**src/rtl/core/wsfr_pkg.sv**
```systemverilog
// Shared types and constants for the WebSocket frame receiver.
`default_nettype none
package wsfr_pkg;

  typedef enum logic [2:0] {
    PH_HDR0    = 3'd0,
    PH_HDR1    = 3'd1,
    PH_EXT     = 3'd2,
    PH_MASK    = 3'd3,
    PH_PAYLOAD = 3'd4,
    PH_DISCARD = 3'd5
  } phase_t;

  localparam logic [2:0] ERR_NONE     = 3'd0;
  localparam logic [2:0] ERR_LEN64    = 3'd1;
  localparam logic [2:0] ERR_FULL     = 3'd2;
  localparam logic [2:0] ERR_UNMASKED = 3'd3;
  localparam logic [2:0] ERR_OPCODE   = 3'd4;

  localparam logic [1:0] REPLY_NONE  = 2'd0;
  localparam logic [1:0] REPLY_PONG  = 2'd1;
  localparam logic [1:0] REPLY_CLOSE = 2'd2;

  localparam logic [3:0] OP_CONT   = 4'h0;
  localparam logic [3:0] OP_TEXT   = 4'h1;
  localparam logic [3:0] OP_BINARY = 4'h2;
  localparam logic [3:0] OP_CLOSE  = 4'h8;
  localparam logic [3:0] OP_PING   = 4'h9;
  localparam logic [3:0] OP_PONG   = 4'hA;

  localparam logic [6:0] LEN_EXT16 = 7'd126;
  localparam logic [6:0] LEN_EXT64 = 7'd127;

  typedef struct packed {
    logic [7:0] data_byte;
    logic       segment_start;
  } in_word_t;

  typedef struct packed {
    logic       payload_valid;
    logic [7:0] payload_byte;
    logic [7:0] payload_index;
    logic       message_done;
    logic [3:0] message_opcode;
    logic [7:0] message_length;
    logic [1:0] reply_kind;
    logic [7:0] reply_length;
    logic [2:0] error_code;
  } result_t;

endpackage
`default_nettype wire

```
**src/rtl/core/wsfr_in_if.sv**
```systemverilog
// Input channel interface carrying received bytes.
`default_nettype none
interface wsfr_in_if;
  logic       valid;
  logic       ready;
  logic [7:0] data_byte;
  logic       segment_start;

  modport source (output valid, data_byte, segment_start, input ready);
  modport sink (input valid, data_byte, segment_start, output ready);
endinterface
`default_nettype wire

```
**src/rtl/core/wsfr_out_if.sv**
```systemverilog
// Result channel interface carrying per-byte parse results.
`default_nettype none
interface wsfr_out_if;
  logic       valid;
  logic       ready;
  logic       payload_valid;
  logic [7:0] payload_byte;
  logic [7:0] payload_index;
  logic       message_done;
  logic [3:0] message_opcode;
  logic [7:0] message_length;
  logic [1:0] reply_kind;
  logic [7:0] reply_length;
  logic [2:0] error_code;

  modport source (output valid, payload_valid, payload_byte, payload_index, message_done,
                  message_opcode, message_length, reply_kind, reply_length, error_code,
                  input ready);
  modport sink (input valid, payload_valid, payload_byte, payload_index, message_done,
                message_opcode, message_length, reply_kind, reply_length, error_code,
                output ready);
endinterface
`default_nettype wire

```
**src/rtl/core/wsfr_in_stage.sv**
```systemverilog
// Input register stage holding one accepted word until the parser takes it.
`default_nettype none
module wsfr_in_stage
  import wsfr_pkg::*;
(
  input  wire logic     clk,
  input  wire logic     rst_n,
  input  wire logic     in_valid,
  output logic          in_ready,
  input  wire in_word_t in_word,
  input  wire logic     take,
  output logic          word_valid,
  output in_word_t      word
);

  logic     vld_r, vld_nxt;
  in_word_t word_r;

  assign in_ready   = !vld_r || take;
  assign word_valid = vld_r;
  assign word       = word_r;

  always_comb begin
    vld_nxt = vld_r;
    if (in_valid && in_ready) begin
      vld_nxt = 1'b1;
    end else if (take) begin
      vld_nxt = 1'b0;
    end
  end

  always_ff @(posedge clk) begin
    if (!rst_n) begin
      vld_r <= 1'b0;
    end else begin
      vld_r <= vld_nxt;
    end
  end

  always_ff @(posedge clk) begin
    if (in_valid && in_ready) begin
      word_r <= in_word;
    end
  end

endmodule
`default_nettype wire

```
**src/rtl/core/wsfr_parse.sv**
```systemverilog
// Frame header parser, payload unmasking and message accounting for one word per cycle while step_en is high.
`default_nettype none
module wsfr_parse
  import wsfr_pkg::*;
(
  input  wire logic       clk,
  input  wire logic       rst_n,
  input  wire logic       step_en,
  input  wire in_word_t   word,
  input  wire logic [7:0] limit,
  output result_t         result
);

  phase_t      phase_r, phase_nxt;
  logic [1:0]  hdr_cnt_r, hdr_cnt_nxt;
  logic        frame_final_r, frame_final_nxt;
  logic        frame_masked_r, frame_masked_nxt;
  logic [3:0]  kind_r, kind_nxt;
  logic [15:0] remain_r, remain_nxt;
  logic [31:0] key_r, key_nxt;
  logic [1:0]  mpos_r, mpos_nxt;
  logic [7:0]  stored_r, stored_nxt;

  phase_t      ph;
  logic        skip;
  logic        frame_end;
  logic [7:0]  b;
  logic [6:0]  len7;
  logic [3:0]  op;
  logic [7:0]  mask_byte;
  logic [2:0]  err;
  result_t     res;

  assign b = word.data_byte;

  always_comb begin
    unique case (mpos_r)
      2'd0:    mask_byte = key_r[31:24];
      2'd1:    mask_byte = key_r[23:16];
      2'd2:    mask_byte = key_r[15:8];
      default: mask_byte = key_r[7:0];
    endcase
  end

  always_comb begin
    phase_nxt        = phase_r;
    hdr_cnt_nxt      = hdr_cnt_r;
    frame_final_nxt  = frame_final_r;
    frame_masked_nxt = frame_masked_r;
    kind_nxt         = kind_r;
    remain_nxt       = remain_r;
    key_nxt          = key_r;
    mpos_nxt         = mpos_r;
    stored_nxt       = stored_r;
    res              = '0;
    err              = ERR_NONE;
    frame_end        = 1'b0;
    skip             = 1'b0;
    len7             = b[6:0];
    op               = b[3:0];
    ph               = phase_r;

    if (phase_r == PH_DISCARD) begin
      if (!word.segment_start) begin
        skip = 1'b1;
      end else begin
        ph = PH_HDR0;
      end
    end

    if (!skip) begin
      unique case (ph)
        PH_HDR1: begin
          frame_masked_nxt = b[7];
          key_nxt          = '0;
          mpos_nxt         = '0;
          hdr_cnt_nxt      = '0;
          if (len7 == LEN_EXT64) begin
            err       = ERR_LEN64;
            phase_nxt = PH_DISCARD;
          end else begin
            if (!b[7]) begin
              err = ERR_UNMASKED;
            end
            if (len7 == LEN_EXT16) begin
              remain_nxt = '0;
              phase_nxt  = PH_EXT;
            end else begin
              remain_nxt = {9'd0, len7};
              if (b[7]) begin
                phase_nxt = PH_MASK;
              end else if (len7 == 7'd0) begin
                frame_end = 1'b1;
              end else begin
                phase_nxt = PH_PAYLOAD;
              end
            end
          end
        end
        PH_EXT: begin
          remain_nxt = {remain_r[7:0], b};
          if (hdr_cnt_r != 2'd0) begin
            hdr_cnt_nxt = '0;
            if (frame_masked_r) begin
              phase_nxt = PH_MASK;
            end else if (remain_nxt == 16'd0) begin
              frame_end = 1'b1;
            end else begin
              phase_nxt = PH_PAYLOAD;
            end
          end else begin
            hdr_cnt_nxt = 2'd1;
          end
        end
        PH_MASK: begin
          key_nxt = {key_r[23:0], b};
          if (hdr_cnt_r == 2'd3) begin
            hdr_cnt_nxt = '0;
            if (remain_r == 16'd0) begin
              frame_end = 1'b1;
            end else begin
              phase_nxt = PH_PAYLOAD;
            end
          end else begin
            hdr_cnt_nxt = hdr_cnt_r + 2'd1;
          end
        end
        PH_PAYLOAD: begin
          mpos_nxt = mpos_r + 2'd1;
          if (stored_r < limit) begin
            res.payload_valid = 1'b1;
            res.payload_byte  = b ^ mask_byte;
            res.payload_index = stored_r;
            stored_nxt        = stored_r + 8'd1;
          end else begin
            err = ERR_FULL;
          end
          remain_nxt = remain_r - 16'd1;
          if (remain_nxt == 16'd0) begin
            frame_end = 1'b1;
          end
        end
        default: begin
          frame_final_nxt = b[7];
          if (op != OP_CONT) begin
            kind_nxt   = op;
            stored_nxt = '0;
          end
          if (!(op == OP_CONT || op == OP_TEXT || op == OP_BINARY ||
                op == OP_CLOSE || op == OP_PING || op == OP_PONG)) begin
            err = ERR_OPCODE;
          end
          phase_nxt = PH_HDR1;
        end
      endcase

      if (frame_end) begin
        phase_nxt = PH_HDR0;
        if (frame_final_r) begin
          res.message_done   = 1'b1;
          res.message_opcode = kind_r;
          if (kind_r == OP_PING) begin
            res.reply_kind   = REPLY_PONG;
            res.reply_length = stored_nxt;
          end else if (kind_r == OP_CLOSE) begin
            res.reply_kind   = REPLY_CLOSE;
            res.reply_length = (stored_nxt >= 8'd2) ? 8'd2 : 8'd0;
          end
        end
      end
    end

    res.message_length = stored_nxt;
    res.error_code     = err;
  end

  assign result = res;

  always_ff @(posedge clk) begin
    if (!rst_n) begin
      phase_r        <= PH_HDR0;
      hdr_cnt_r      <= '0;
      frame_final_r  <= 1'b0;
      frame_masked_r <= 1'b0;
      kind_r         <= '0;
      remain_r       <= '0;
      key_r          <= '0;
      mpos_r         <= '0;
      stored_r       <= '0;
    end else if (step_en) begin
      phase_r        <= phase_nxt;
      hdr_cnt_r      <= hdr_cnt_nxt;
      frame_final_r  <= frame_final_nxt;
      frame_masked_r <= frame_masked_nxt;
      kind_r         <= kind_nxt;
      remain_r       <= remain_nxt;
      key_r          <= key_nxt;
      mpos_r         <= mpos_nxt;
      stored_r       <= stored_nxt;
    end
  end

  a_done_returns_to_header: assert property (@(posedge clk) disable iff (!rst_n)
    (step_en && res.message_done) |=> (phase_r == PH_HDR0))
    else $error("message completion did not return the parser to header parsing");

  a_store_below_limit: assert property (@(posedge clk) disable iff (!rst_n)
    (step_en && res.payload_valid) |-> (res.payload_index < limit &&
                                        res.error_code == ERR_NONE))
    else $error("payload byte stored at or beyond the buffer limit");

  a_reply_needs_done: assert property (@(posedge clk) disable iff (!rst_n)
    (res.reply_kind != REPLY_NONE) |-> res.message_done)
    else $error("echo request raised without a completed message");

  a_discard_after_len64: assert property (@(posedge clk) disable iff (!rst_n)
    (step_en && res.error_code == ERR_LEN64) |=> (phase_r == PH_DISCARD))
    else $error("64-bit length did not enter discard");

endmodule
`default_nettype wire

```
**src/rtl/core/websocket_frame_receiver.sv**
```systemverilog
// Top level of the WebSocket frame receiver with input and result registers.
// A word accepted into the input register is parsed and its result word held in the result register.
// Throughput: one word per cycle unless the result channel stalls; the header parse
// and unmask step is a single registered pass between the input and result registers.
// Reset: synchronous, active low; the parser waits for a first header byte and
// the buffer limit returns to its largest allowed value.
`default_nettype none
module websocket_frame_receiver
  import wsfr_pkg::*;
#(
  parameter int unsigned BUFFER_BYTES = 256
) (
  input  wire logic       clk,
  input  wire logic       rst_n,
  wsfr_in_if.sink         in_chan,
  wsfr_out_if.source      out_chan,
  input  wire logic       cfg_wr_en,
  input  wire logic [7:0] cfg_wr_data
);

  localparam int unsigned LIMIT_CAP   = (BUFFER_BYTES - 1 > 255) ? 255 : BUFFER_BYTES - 1;
  localparam logic [7:0]  LIMIT_CAP_B = 8'(LIMIT_CAP);

  logic [7:0] buf_limit_r, buf_limit_nxt;
  in_word_t   in_word;
  in_word_t   word;
  logic       word_valid;
  logic       advance;
  result_t    res;
  result_t    res_r;
  logic       out_vld_r, out_vld_nxt;

  assign in_word.data_byte     = in_chan.data_byte;
  assign in_word.segment_start = in_chan.segment_start;

  assign advance = word_valid && (!out_vld_r || out_chan.ready);

  always_comb begin
    buf_limit_nxt = buf_limit_r;
    if (cfg_wr_en) begin
      buf_limit_nxt = (cfg_wr_data > LIMIT_CAP_B) ? LIMIT_CAP_B : cfg_wr_data;
    end
  end

  always_ff @(posedge clk) begin
    if (!rst_n) begin
      buf_limit_r <= LIMIT_CAP_B;
    end else begin
      buf_limit_r <= buf_limit_nxt;
    end
  end

  wsfr_in_stage u_in_stage (
    .clk        (clk),
    .rst_n      (rst_n),
    .in_valid   (in_chan.valid),
    .in_ready   (in_chan.ready),
    .in_word    (in_word),
    .take       (advance),
    .word_valid (word_valid),
    .word       (word)
  );

  wsfr_parse u_parse (
    .clk     (clk),
    .rst_n   (rst_n),
    .step_en (advance),
    .word    (word),
    .limit   (buf_limit_r),
    .result  (res)
  );

  always_comb begin
    out_vld_nxt = out_vld_r;
    if (advance) begin
      out_vld_nxt = 1'b1;
    end else if (out_chan.ready) begin
      out_vld_nxt = 1'b0;
    end
  end

  always_ff @(posedge clk) begin
    if (!rst_n) begin
      out_vld_r <= 1'b0;
    end else begin
      out_vld_r <= out_vld_nxt;
    end
  end

  always_ff @(posedge clk) begin
    if (advance) begin
      res_r <= res;
    end
  end

  assign out_chan.valid          = out_vld_r;
  assign out_chan.payload_valid  = res_r.payload_valid;
  assign out_chan.payload_byte   = res_r.payload_byte;
  assign out_chan.payload_index  = res_r.payload_index;
  assign out_chan.message_done   = res_r.message_done;
  assign out_chan.message_opcode = res_r.message_opcode;
  assign out_chan.message_length = res_r.message_length;
  assign out_chan.reply_kind     = res_r.reply_kind;
  assign out_chan.reply_length   = res_r.reply_length;
  assign out_chan.error_code     = res_r.error_code;

  a_limit_in_range: assert property (@(posedge clk) disable iff (!rst_n)
    (buf_limit_r <= LIMIT_CAP_B))
    else $error("buffer limit register exceeds the buffer capacity");

  a_advance_loads_output: assert property (@(posedge clk) disable iff (!rst_n)
    advance |=> out_vld_r)
    else $error("parsed word did not reach the result register");

  a_no_advance_when_blocked: assert property (@(posedge clk) disable iff (!rst_n)
    (out_vld_r && !out_chan.ready) |-> !advance)
    else $error("result register overwritten while its word was still pending");

endmodule
`default_nettype wire

```
**src/flat_wrapper.sv**
```systemverilog
// flat-port wrapper written by rule: the top's interface ports become plain ports
module websocket_frame_receiver_flat import wsfr_pkg::*;
#(
  parameter int unsigned BUFFER_BYTES = 256
)
  (clk, rst_n, cfg_wr_en, cfg_wr_data, in_chan_valid, in_chan_data_byte, in_chan_segment_start, in_chan_ready, out_chan_valid, out_chan_payload_valid, out_chan_payload_byte, out_chan_payload_index, out_chan_message_done, out_chan_message_opcode, out_chan_message_length, out_chan_reply_kind, out_chan_reply_length, out_chan_error_code, out_chan_ready);
  wsfr_in_if in_chan_i ();
  wsfr_out_if out_chan_i ();
  input  wire logic clk;
  input  wire logic rst_n;
  input  wire logic cfg_wr_en;
  input  wire logic [7:0] cfg_wr_data;
  input wire logic [$bits(in_chan_i.valid)-1:0] in_chan_valid;
  input wire logic [$bits(in_chan_i.data_byte)-1:0] in_chan_data_byte;
  input wire logic [$bits(in_chan_i.segment_start)-1:0] in_chan_segment_start;
  output wire logic [$bits(in_chan_i.ready)-1:0] in_chan_ready;
  output wire logic [$bits(out_chan_i.valid)-1:0] out_chan_valid;
  output wire logic [$bits(out_chan_i.payload_valid)-1:0] out_chan_payload_valid;
  output wire logic [$bits(out_chan_i.payload_byte)-1:0] out_chan_payload_byte;
  output wire logic [$bits(out_chan_i.payload_index)-1:0] out_chan_payload_index;
  output wire logic [$bits(out_chan_i.message_done)-1:0] out_chan_message_done;
  output wire logic [$bits(out_chan_i.message_opcode)-1:0] out_chan_message_opcode;
  output wire logic [$bits(out_chan_i.message_length)-1:0] out_chan_message_length;
  output wire logic [$bits(out_chan_i.reply_kind)-1:0] out_chan_reply_kind;
  output wire logic [$bits(out_chan_i.reply_length)-1:0] out_chan_reply_length;
  output wire logic [$bits(out_chan_i.error_code)-1:0] out_chan_error_code;
  input wire logic [$bits(out_chan_i.ready)-1:0] out_chan_ready;
  assign in_chan_i.valid = in_chan_valid;
  assign in_chan_i.data_byte = in_chan_data_byte;
  assign in_chan_i.segment_start = in_chan_segment_start;
  assign in_chan_ready = in_chan_i.ready;
  assign out_chan_valid = out_chan_i.valid;
  assign out_chan_payload_valid = out_chan_i.payload_valid;
  assign out_chan_payload_byte = out_chan_i.payload_byte;
  assign out_chan_payload_index = out_chan_i.payload_index;
  assign out_chan_message_done = out_chan_i.message_done;
  assign out_chan_message_opcode = out_chan_i.message_opcode;
  assign out_chan_message_length = out_chan_i.message_length;
  assign out_chan_reply_kind = out_chan_i.reply_kind;
  assign out_chan_reply_length = out_chan_i.reply_length;
  assign out_chan_error_code = out_chan_i.error_code;
  assign out_chan_i.ready = out_chan_ready;
  websocket_frame_receiver #(.BUFFER_BYTES(BUFFER_BYTES)) u_core (.clk(clk), .rst_n(rst_n), .in_chan(in_chan_i), .out_chan(out_chan_i), .cfg_wr_en(cfg_wr_en), .cfg_wr_data(cfg_wr_data));
endmodule
```
**config.mk**
```make
export PLATFORM = sky130hd
export DESIGN_NAME = websocket_frame_receiver_flat
export DESIGN_NICKNAME = d
export VERILOG_FILES = /design/src/rtl/core/wsfr_pkg.sv /design/src/rtl/core/wsfr_in_if.sv /design/src/rtl/core/wsfr_out_if.sv /design/src/rtl/core/wsfr_in_stage.sv /design/src/rtl/core/wsfr_parse.sv /design/src/rtl/core/websocket_frame_receiver.sv /design/src/flat_wrapper.sv
export SDC_FILE = /design/constraint.sdc
export NUM_CORES = 1
export LEC_CHECK = 0
export ABC_AREA = 0
export BUFFER_PORTS_ARGS = -buffer_cell sky130_fd_sc_hd__buf_4
export CAP_MARGIN = 20
export CORE_ASPECT_RATIO = 0.9
export CORE_MARGIN = 4
export CORE_UTILIZATION = 50
export DETAILED_ROUTE_END_ITERATION = 8
export GPL_TIMING_DRIVEN = 0
export PLACE_DENSITY = 0.69
export SLEW_MARGIN = 30
export SYNTH_ARGS = -nofsm -noshare
export SYNTH_HDL_FRONTEND = slang
export SYNTH_SLANG_ARGS = --single-unit
```
**constraint.sdc**
```tcl
create_clock -name clk -period 4.3 [get_ports clk]
set_input_delay 0.86 -clock clk [delete_from_list [all_inputs] [get_ports clk]]
set_output_delay 0.86 -clock clk [all_outputs]
set_load 0.02 [all_outputs]
```
After elaboration in Yosys (flattened, before gate mapping):

Cells that the tools add are included.

* register bits after elaboration: 131
* bits in latches: 0
* bits in writable memories: 0
* memory bits (read-only): 0
* input port bits: 22
* output and inout bits: 45
* memories kept: 0

* add/sub/neg operators: 4
* multipliers: 0
* div/mod/pow operators: 0
* $lt $le $gt $ge: 3
* equality and inequality tests: 24
* shift operators: 0
* multiplexer cells: 56
* bitwise operators: 7
* reductions and logical operators: 41

Operators with widths (number)
* one-hot mux 32 bit (2 select lines): 1
* logical NOT 16 bit: 3
* one-hot mux 16 bit (3 select lines): 1
* 2-to-1 mux 8 bit: 5
* 2-to-1 mux 3 bit: 13
* one-hot mux 8 bit (3 select lines): 1
* equality test 4 bit, second input constant: 5
* 2-to-1 mux 1 bit: 18
* 2-to-1 mux 17 bit: 1
* 2-to-1 mux 16 bit: 1
* one-hot mux 8 bit (2 select lines): 1
* subtractor 16 x 1 -> 16 bit, second input constant: 1
* AND reduction 3 bit: 5
* equality test 7 bit, second input constant: 2
* one-hot mux 3 bit (4 select lines): 1
* 2-to-1 mux 10 bit: 1
* 2-to-1 mux 2 bit: 5
* nonzero test 2 bit: 5
* 2-to-1 mux 9 bit: 1
* != test 3 bit, second input constant: 3
* one-hot mux 3 bit (3 select lines): 1
* OR reduction 3 bit: 3
* adder 8 x 1 -> 8 bit, second input constant: 1
* greater-or-equal comparator 8 x 2 -> 1 bit, second input constant: 1
* other kinds (32): 55

Logic depth before layout (Yosys ltp):

Gate-level depths: netlist of the first run.

* depth in word-level cells: 10
* mapped depth: 11
* depth with buffers taken out: 9

Cells and area by module:

A second synthesis of the first run with hierarchy kept.

* cell total of the unflattened synthesis: 709
* area, all modules: 6501.2 µm²

By module, submodules not included
* wsfr_parse: instances 1, cells an instance 622, area each 4555.6 µm², sequential area each 1381.3 µm²
* websocket_frame_receiver: instances 1, cells an instance 73, area each 1617.8 µm², sequential area each 1471.4 µm²
* wsfr_in_stage: instances 1, cells an instance 14, area each 327.8 µm², sequential area each 290.3 µm²

Least setup slack after synthesis of the first run:

OpenSTA, ideal clock, no wires.

* path kind: input port to flip-flop
* start point: input port out_chan_ready
* end point: register u_core.u_parse.phase_r[2]
* setup time: 92 ps
* arrival: 3303 ps
* data required time: 4208 ps
* path slack: 905 ps
* cell stages on the path: 8
* path buffers: 0
* cell sequence: nor2b_1 > nand2b_1 > inv_1 > nand2_1 > nor3_1 > o31ai_1 > or4_1 > o32ai_1

* word-level cells in the longest chain between the ends: 3

Ends and longest elaborated chain
* start: declaration: line flat_wrapper.sv:27 `input wire logic [$bits(out_chan_i.ready)-1:0] out_chan_ready;`
* logical OR 1 bit: line websocket_frame_receiver.sv:36 `assign advance = word_valid && (!out_vld_r || out_chan.ready);`
* logical AND 1 bit: line websocket_frame_receiver.sv:36
* named net u_core.advance: line websocket_frame_receiver.sv:28 `logic advance;`
* AND reduction 8 bit (no line)
* end signal: assignment: line wsfr_parse.sv:191 `phase_r <= phase_nxt;`
* end: declaration: line wsfr_parse.sv:14 `phase_t phase_r, phase_nxt;`

The timed path passes the listed nets, and every way through them passes these cells.
A chain may end at the register's enable or synchronous reset.

Worst setup path in the final report of the first run:

* start point: register u_core.u_parse.remain_r[0]
* end point: register u_core.u_parse.phase_r[2]

* word-level cells in the longest chain between the ends: 8
* elaborated cells on any way between the ends: 20
* those cells by class: 1 x add/sub; 6 x eq/ne; 9 x mux; 4 x reduce/logical

Ends and longest elaborated chain
* start: declaration: line wsfr_parse.sv:19 `logic [15:0] remain_r, remain_nxt;`
* start signal: assignment: line wsfr_parse.sv:196 `remain_r <= remain_nxt;`
* parallel branches: the longest is 8 deep, another holds subtractor 16 x 1 -> 16 bit

Parallel ways; which one is timed is not known. The select of a mux whose other input is x is not followed.

==> results.toml, run 1 <==
[sta]
finalCritPeriodShare = 0.809
worst_slew_pin_slew_ns = 0.962
max_freq_mhz = 288
setup_viol = 0
min_period_ns = 3.48
fin_hold_ws_ns = 0.450
report.final.hold_viol_count = 0
setup_ws_ns = 0.822
max_slew_margin = 0.353
rsz0062_at_grt = "no"
skew_ns = 0.00717
maxSlewViolCount = 0
setup_tns_ns = 0

[final_layout]
diodes = 0
area_growth_pct = 20.6
drive_gt1_frac = 0.137
post-route-util = 0.618
instances_no_fill = 990
fin_nets = 852
fillers = 1081

[critical_path]
critPathSlowestCell = "or4_1"
cp-start-kind = "register"
worstPathMaxFanout = 10
path_cells = "clkbuf_1, or4_1, clkbuf_1, or4_1, xnor2_1, or4_4, nor3_1, or2_1, o32ai_1"
max_stage_delay_ns = 0.55
arrival_ns = 3.76
worstSetupPathType = "reg -> reg"
cp.required_ns = 4.58
crit_path_end_kind = "register"

[cts]
root_buffer = "clkbuf_16"
clkTransAtPathRegs_ns = 0.05
ctsResizeCount = 0
cts_max_path_buffers = 2
clkLatencyLatePin_ns = 0.42
cts_buffers = 17
cts_max_level = 4
cts_tree = "built"
postCtsSetupRepairBufs = 0
cts.sinks = 131
hold_buffers = 0

[global_routing]
antenna_found_initial = 0
busiest_layer = "met2"
grt_use_met1 = 0.329
grt_pass1_wl_um = 29000
track_usage = 0.248
overflow = 0
grt_use_met3 = 0.0508
grt_max_degree = 26
grt_pass1_vias = 5750
use_met2 = 0.399

[placed_design]
dp_hpwl_um = 12900
place_congestion = 0.944
io_buffers = 65
dp_cells = 958
place_worst_setup_slack_ns = 0.866

[detailed_routing]
drt_iter0_markers = 754
ant_nets = 0
drt-pass1-iter-count = 6
post-route-drc-count = 0
routedWlPerCell_um = 18.4
drt_wl_total_um = 18200
vias = 6010
viasPerCell = 6.07

[power]
ir_drop_v = 0.000275
leakagePower_nw = 2.89
powerDensity_mw_per_mm2 = 421

[synth]
postSynthCellCount = 728
postSynthAreaPerCell_um2 = 8.93
synth-edff-count = 52
async_flop_share = 0
yosysWarnings = 0
netlist.area_leader.share = 0.243
synth_area_mm2 = 0.00650
synthTopCellsByArea = "dfxtp_1 (24%), edfxtp_1 (24%), a21oi_1 (4.9%)"
yosysTopAreaCell = "dfxtp_1"
synth-seq-cells = 131
ys_seq_area_frac = 0.484
synth_flop_cell = "dfxtp_1"
synth_nets = 767
yosysUniqueCellTypes = 65

[die]
die_w_um = 128
design.core.area_mm2 = 0.0127
fp-row-count = 39
dieArea_mm2 = 0.0149
start_util = 0.512
ios = 67
die_h_um = 116

[run_status]
status = "completed"

[job]
drv_cap = 0

[worst_hold_path]
hp-class = "reg -> reg"
cell type report:
| class | count | area, µm² | share of cell area |
|---|---|---|---|
| buffer | 63 | 249 | 0.0318 |
| clock buffer | 22 | 454 | 0.0580 |
| clock inverter | 10 | 156 | 0.0200 |
| inverter | 24 | 90.1 | 0.0115 |
| multi-input combinational | 510 | 3020 | 0.386 |
| sequential | 131 | 3140 | 0.401 |
| tap | 164 | 205 | 0.0262 |
| timing repair buffer | 66 | 515 | 0.0658 |
metal layers:
layer  vias up  share of wire
li1       2817              -
met1      2807           0.43
met2       330           0.46
met3        56          0.092
met4         0          0.026
met5         -              0
worst paths after layout:
kind                                   start                   endpoint  slack [ns]  depth (start not counted)
setup / recovery  u_core.u_parse.remain_r[0]  u_core.u_parse.phase_r[2]        0.82                          9
hold / removal      u_core.u_parse.key_r[30]   u_core.u_parse.key_r[30]        0.45                          2
setup reg to reg  u_core.u_parse.remain_r[0]  u_core.u_parse.phase_r[2]        0.82                          9
hold reg to reg     u_core.u_parse.key_r[30]   u_core.u_parse.key_r[30]        0.45                          2
sequential cells by signal, indices dropped and copies added, names as in the netlist, 2 cells and up:
| name | count |
|---|---|
| u_core.out_chan.error_code | 3 |
| u_core.out_chan.reply_length | 8 |
| u_core.u_parse.phase_r | 3 |
| u_core.u_in_stage.word | 9 |
| u_core.out_chan.payload_index | 8 |
| u_core.u_parse.kind_r | 4 |
| u_core.u_parse.key_r | 32 |
| u_core.u_parse.mpos_r | 2 |
| u_core.out_chan.reply_kind | 2 |
| u_core.out_chan.payload_byte | 8 |
| u_core.out_chan.message_opcode | 4 |
| u_core.out_chan.message_length | 8 |
| u_core.u_parse.hdr_cnt_r | 2 |
| u_core.buf_limit_r | 8 |
| u_core.u_parse.remain_r | 16 |
| u_core.u_parse.stored_r | 8 |
synth_stat cells (3+ instances only):
| library cell | n |
|---|---|
| a211oi_1 | 22 |
| a21oi_1 | 63 |
| a222oi_1 | 8 |
| a22oi_1 | 17 |
| and2_1 | 4 |
| and3_1 | 12 |
| buf_1 | 3 |
| clkbuf_1 | 55 |
| dfxtp_1 | 79 |
| edfxtp_1 | 52 |
| ha_1 | 17 |
| inv_1 | 22 |
| nand2_1 | 79 |
| nand2b_1 | 10 |
| nand3_1 | 37 |
| nand4_1 | 6 |
| nor2_1 | 76 |
| nor3_1 | 23 |
| nor4_1 | 14 |
| o211a_1 | 3 |
| o211ai_1 | 8 |
| o21ai_0 | 25 |
| o22ai_1 | 3 |
| o31ai_1 | 6 |
| or3_1 | 5 |
| or4_1 | 9 |
| xnor2_1 | 12 |
| xor2_1 | 6 |
per-stage QoR:
| stage | total power, W | area [µm²] |
|---|---|---|
| after floorplan | 0.00167 | 6500 |
| after global placement | 0.00179 | 7190 |
| after detailed placement | 0.00180 | 7220 |
| after CTS | 0.00330 | 7830 |
| after global routing | 0.00341 | 7840 |
| final | 0.00330 | 7840 |
cells by family (layout without fill, tap and decap cells):
kind of cell | after synthesis | in the layout | share of synthesized area
and+or+nand+nor | 292 | 292 | 0.217
AOI/OAI and AO/OA | 181 | 181 | 0.187
DFF | 131 | 131 | 0.484
buffers and inverters | 87 | 185 | 0.0522
xor gates and xnor gates | 18 | 18 | 0.0243
adders and majority gates | 17 | 17 | 0.0327
muxes | 2 | 2 | 0.00308
cells in the final DEF, fill, tap and decap left out, types with 4 or more instances in the layout:
cell | netlist | layout
a22oi_1 | 17 | 17
buf_4 | 0 | 65
nor4_1 | 14 | 14
o31ai_1 | 6 | 6
nand4_1 | 6 | 6
a21oi_1 | 63 | 63
ha_1 | 17 | 17
inv_1 | 22 | 21
and2_1 | 4 | 4
xnor2_1 | 12 | 12
nor2_1 | 76 | 76
dfxtp_1 | 79 | 79
bufinv_16 | 0 | 4
or4_1 | 9 | 9
nand2_1 | 79 | 79
clkinv_2 | 0 | 4
o211ai_1 | 8 | 8
or3_1 | 5 | 5
nand2b_1 | 10 | 10
clkbuf_16 | 0 | 17
o21ai_0 | 25 | 25
xor2_1 | 6 | 6
a222oi_1 | 8 | 8
nor3_1 | 23 | 22
and3_1 | 12 | 12
nand3_1 | 37 | 37
clkbuf_1 | 55 | 59
edfxtp_1 | 52 | 52
a211oi_1 | 22 | 22
report_power, final:
part	total [W]	internal [W]	switching, W
Combinational	0.000416	0.000146	0.000269
Clock	0.00151	0.000982	0.000529
Sequential	0.00137	0.00134	0.0000338
worst max-delay path, delay by kind of cell, from the launching register on:
kind	cells	cell delay [ns]
buffers and inverters	2	0.45
flip-flops	1	0.31
XOR/XNOR	1	0.16
AND/OR/NAND/NOR	5	2.29
AO/OA/AOI/OAI	1	0.12
Power figures use the tool's default switching activity.
==> inputs of run 2 (changes only) <==
PLACE_DENSITY = 0.72   (was 0.69)
clock period = 3 ns   (was 4.3 ns; I/O delays follow)
==> results.toml, run 2 (synthesis gave the netlist of run 1 again) <==
[run_status]
status = "finished with violations"
violations = "negative setup slack"

[global_routing]
antenna_found_initial = 0
grt_max_degree = 24
track_usage = 0.258
overflow = 0
grt_pass1_vias = 5838
grt_pass1_wl_um = 30200

[cts]
cts_tree = "built"
clkLatencyLatePin_ns = 0.43
cts_max_level = 4
root_buffer = "clkbuf_16"
cts.sinks = 131
clkTransAtPathRegs_ns = 0.06
cts_buffers = 17
cts_max_path_buffers = 2

[detailed_routing]
drt_wl_total_um = 19200
ant_nets = 0
drt_iter0_markers = 869
drt-pass1-iter-count = 7
routedWlPerCell_um = 19.2
viasPerCell = 6.24
post-route-drc-count = 0
vias = 6215

[critical_path]
reg2reg_slack_ns = -0.05
reg2reg_from = "u_core.u_parse.remain_r[1]"
critPathSlowestCell = "or4_4"
path_common_cell = "or4_4"
path_delay_family = "simple AND/OR/NAND/NOR gates"
cp.required_ns = 3.25
max_stage_delay_ns = 0.57
path_buf_inv = 1
crit_start = "u_core.u_parse.remain_r[1]"
arrival_ns = 3.30
worstPathMaxFanout = 9
crit_path_end_kind = "register"
cp-start-kind = "register"
path_cells = "or4_4, or4_4, xnor2_4, or4_4, nor2_4, buf_12, o2111ai_4, nor3_1"
worstSetupPathType = "reg -> reg"

[power]
sw_frac_of_total = 0.253
p_sw_w = 0.00124
seqPwrFrac = 0.404
leakagePower_nw = 2.95
pwr-share-comb = 0.132
p_int_w = 0.00365
ir_drop_v = 0.000399
powerDensity_mw_per_mm2 = 607
p_clk_frac = 0.464

[final_layout]
top_register = "u_core.u_parse.key_r"
area_growth_pct = 24.1
post-route-util = 0.636
mostFrequentLayoutCells = "nand2_1 (79), buf_4 (77), nor2_1 (76), dfxtp_1 (73), a21oi_1 (63)"
largest_reg_flops = 32
diodes = 0
final_common_cell = "nand2_1"
fillers = 1045
drive_gt1_frac = 0.179
fin_area_mm2 = 0.00806
fin_nets = 858

[die]
dieArea_mm2 = 0.0149
design.core.area_mm2 = 0.0127
fp-row-count = 39
ios = 67
start_util = 0.512
die_h_um = 116
die_w_um = 128

[sta]
setup_viol = 4
min_period_ns = 3.05
rsz0062_at_grt = "yes"
report.final.hold_viol_count = 0
finalCritPeriodShare = 1.02
setup_ws_ns = -0.0477
max_slew_margin = 0.525
max_freq_mhz = 328
skew_ns = 0.00743
fin_hold_ws_ns = 0.352
maxSlewViolCount = 0
worst_slew_pin_slew_ns = 0.713
setup_tns_ns = -0.0919

[placed_design]
placed_cell_area_mm2 = 0.00720
dp_hpwl_um = 12700
io_buffers = 65
place_worst_setup_slack_ns = -0.399
place_congestion = 0.917

[worst_hold_path]
min_from = "in_chan_data_byte[3]"
hp-class = "in -> reg"

[job]
drv_cap = 0
==> run 2: cell count changes in the layout (fill, tap and decap cells not counted), sizes merged <==
| cell | previous run | this run |
|---|---|---|
| clkinvlp | 1 | 4 |
| buf | 72 | 82 |
| o2111ai | 1 | 2 |
| inv | 23 | 22 |
| clkbuf | 79 | 71 |
| clkinv | 6 | 7 |
==> run 2: worst register-to-register path, stage by stage (launching register included) <==
cell,delay [ns]
dfxtp_4,0.37
or4_4,0.57
or4_4,0.54
xnor2_4,0.15
or4_4,0.53
nor2_4,0.22
buf_12,0.13
o2111ai_4,0.16
nor3_1,0.20
==> run 2: metrics by stage <==
step	power, W	std cells
floorplan	0.00239	728
global placement	0.00256	957
detailed placement	0.00258	957
CTS	0.00486	988
global route	0.00506	996
finish	0.00489	996
==> run 2: path summary, 6_finish.rpt <==
path                                                         to  depth (start not counted)
worst max register to register  u_core.out_chan.reply_length[4]                          8
worst min register to register         u_core.u_parse.key_r[29]                          2
worst min-delay path                  u_core.u_in_stage.word[4]                          1
worst max-delay path            u_core.out_chan.reply_length[4]                          8
==> run 2: power groups by stage <==
stage / registers (W) / clock network (W) / logic [W]
2_1_floorplan: 0.00202 / 0 / 0.000373
3_3_place_gp: 0.00200 / 0 / 0.000563
3_5_place_dp: 0.00200 / 0 / 0.000576
4_1_cts: 0.00198 / 0.00228 / 0.000600
5_1_grt: 0.00198 / 0.00238 / 0.000694
6_report: 0.00198 / 0.00227 / 0.000644
==> run 2: layout make-up <==
class | instances | area [µm²] | area share
Sequential cell | 131 | 3160 | 0.392
Inverter | 24 | 93.8 | 0.0116
Multi-Input combinational cell | 511 | 3130 | 0.388
Timing Repair Buffer | 78 | 598 | 0.0742
Buffer | 54 | 208 | 0.0258
Clock inverter | 11 | 173 | 0.0214
Tap cell | 164 | 205 | 0.0254
Clock buffer | 21 | 483 | 0.0599
Timing Repair inverter | 2 | 12.5 | 0.00155
==> run 2: metal layers <==
layer  wire [µm]  vias up  global-route usage
li1            -     2840                   -
met1        7910     2935               0.341
met2        8970      400               0.419
met3        1960       40              0.0613
met4         331        0              0.0948
met5           0        -                   0
==> run 2: what timing repair did <==
action                     CTS  global route
pin swaps                    7             9
buffers inserted             3            10
hold endpoints to repair     0             0
gates resized for setup     15            18
hold buffers                 0             0
setup endpoints to repair   18            21
gates cloned                 2             1
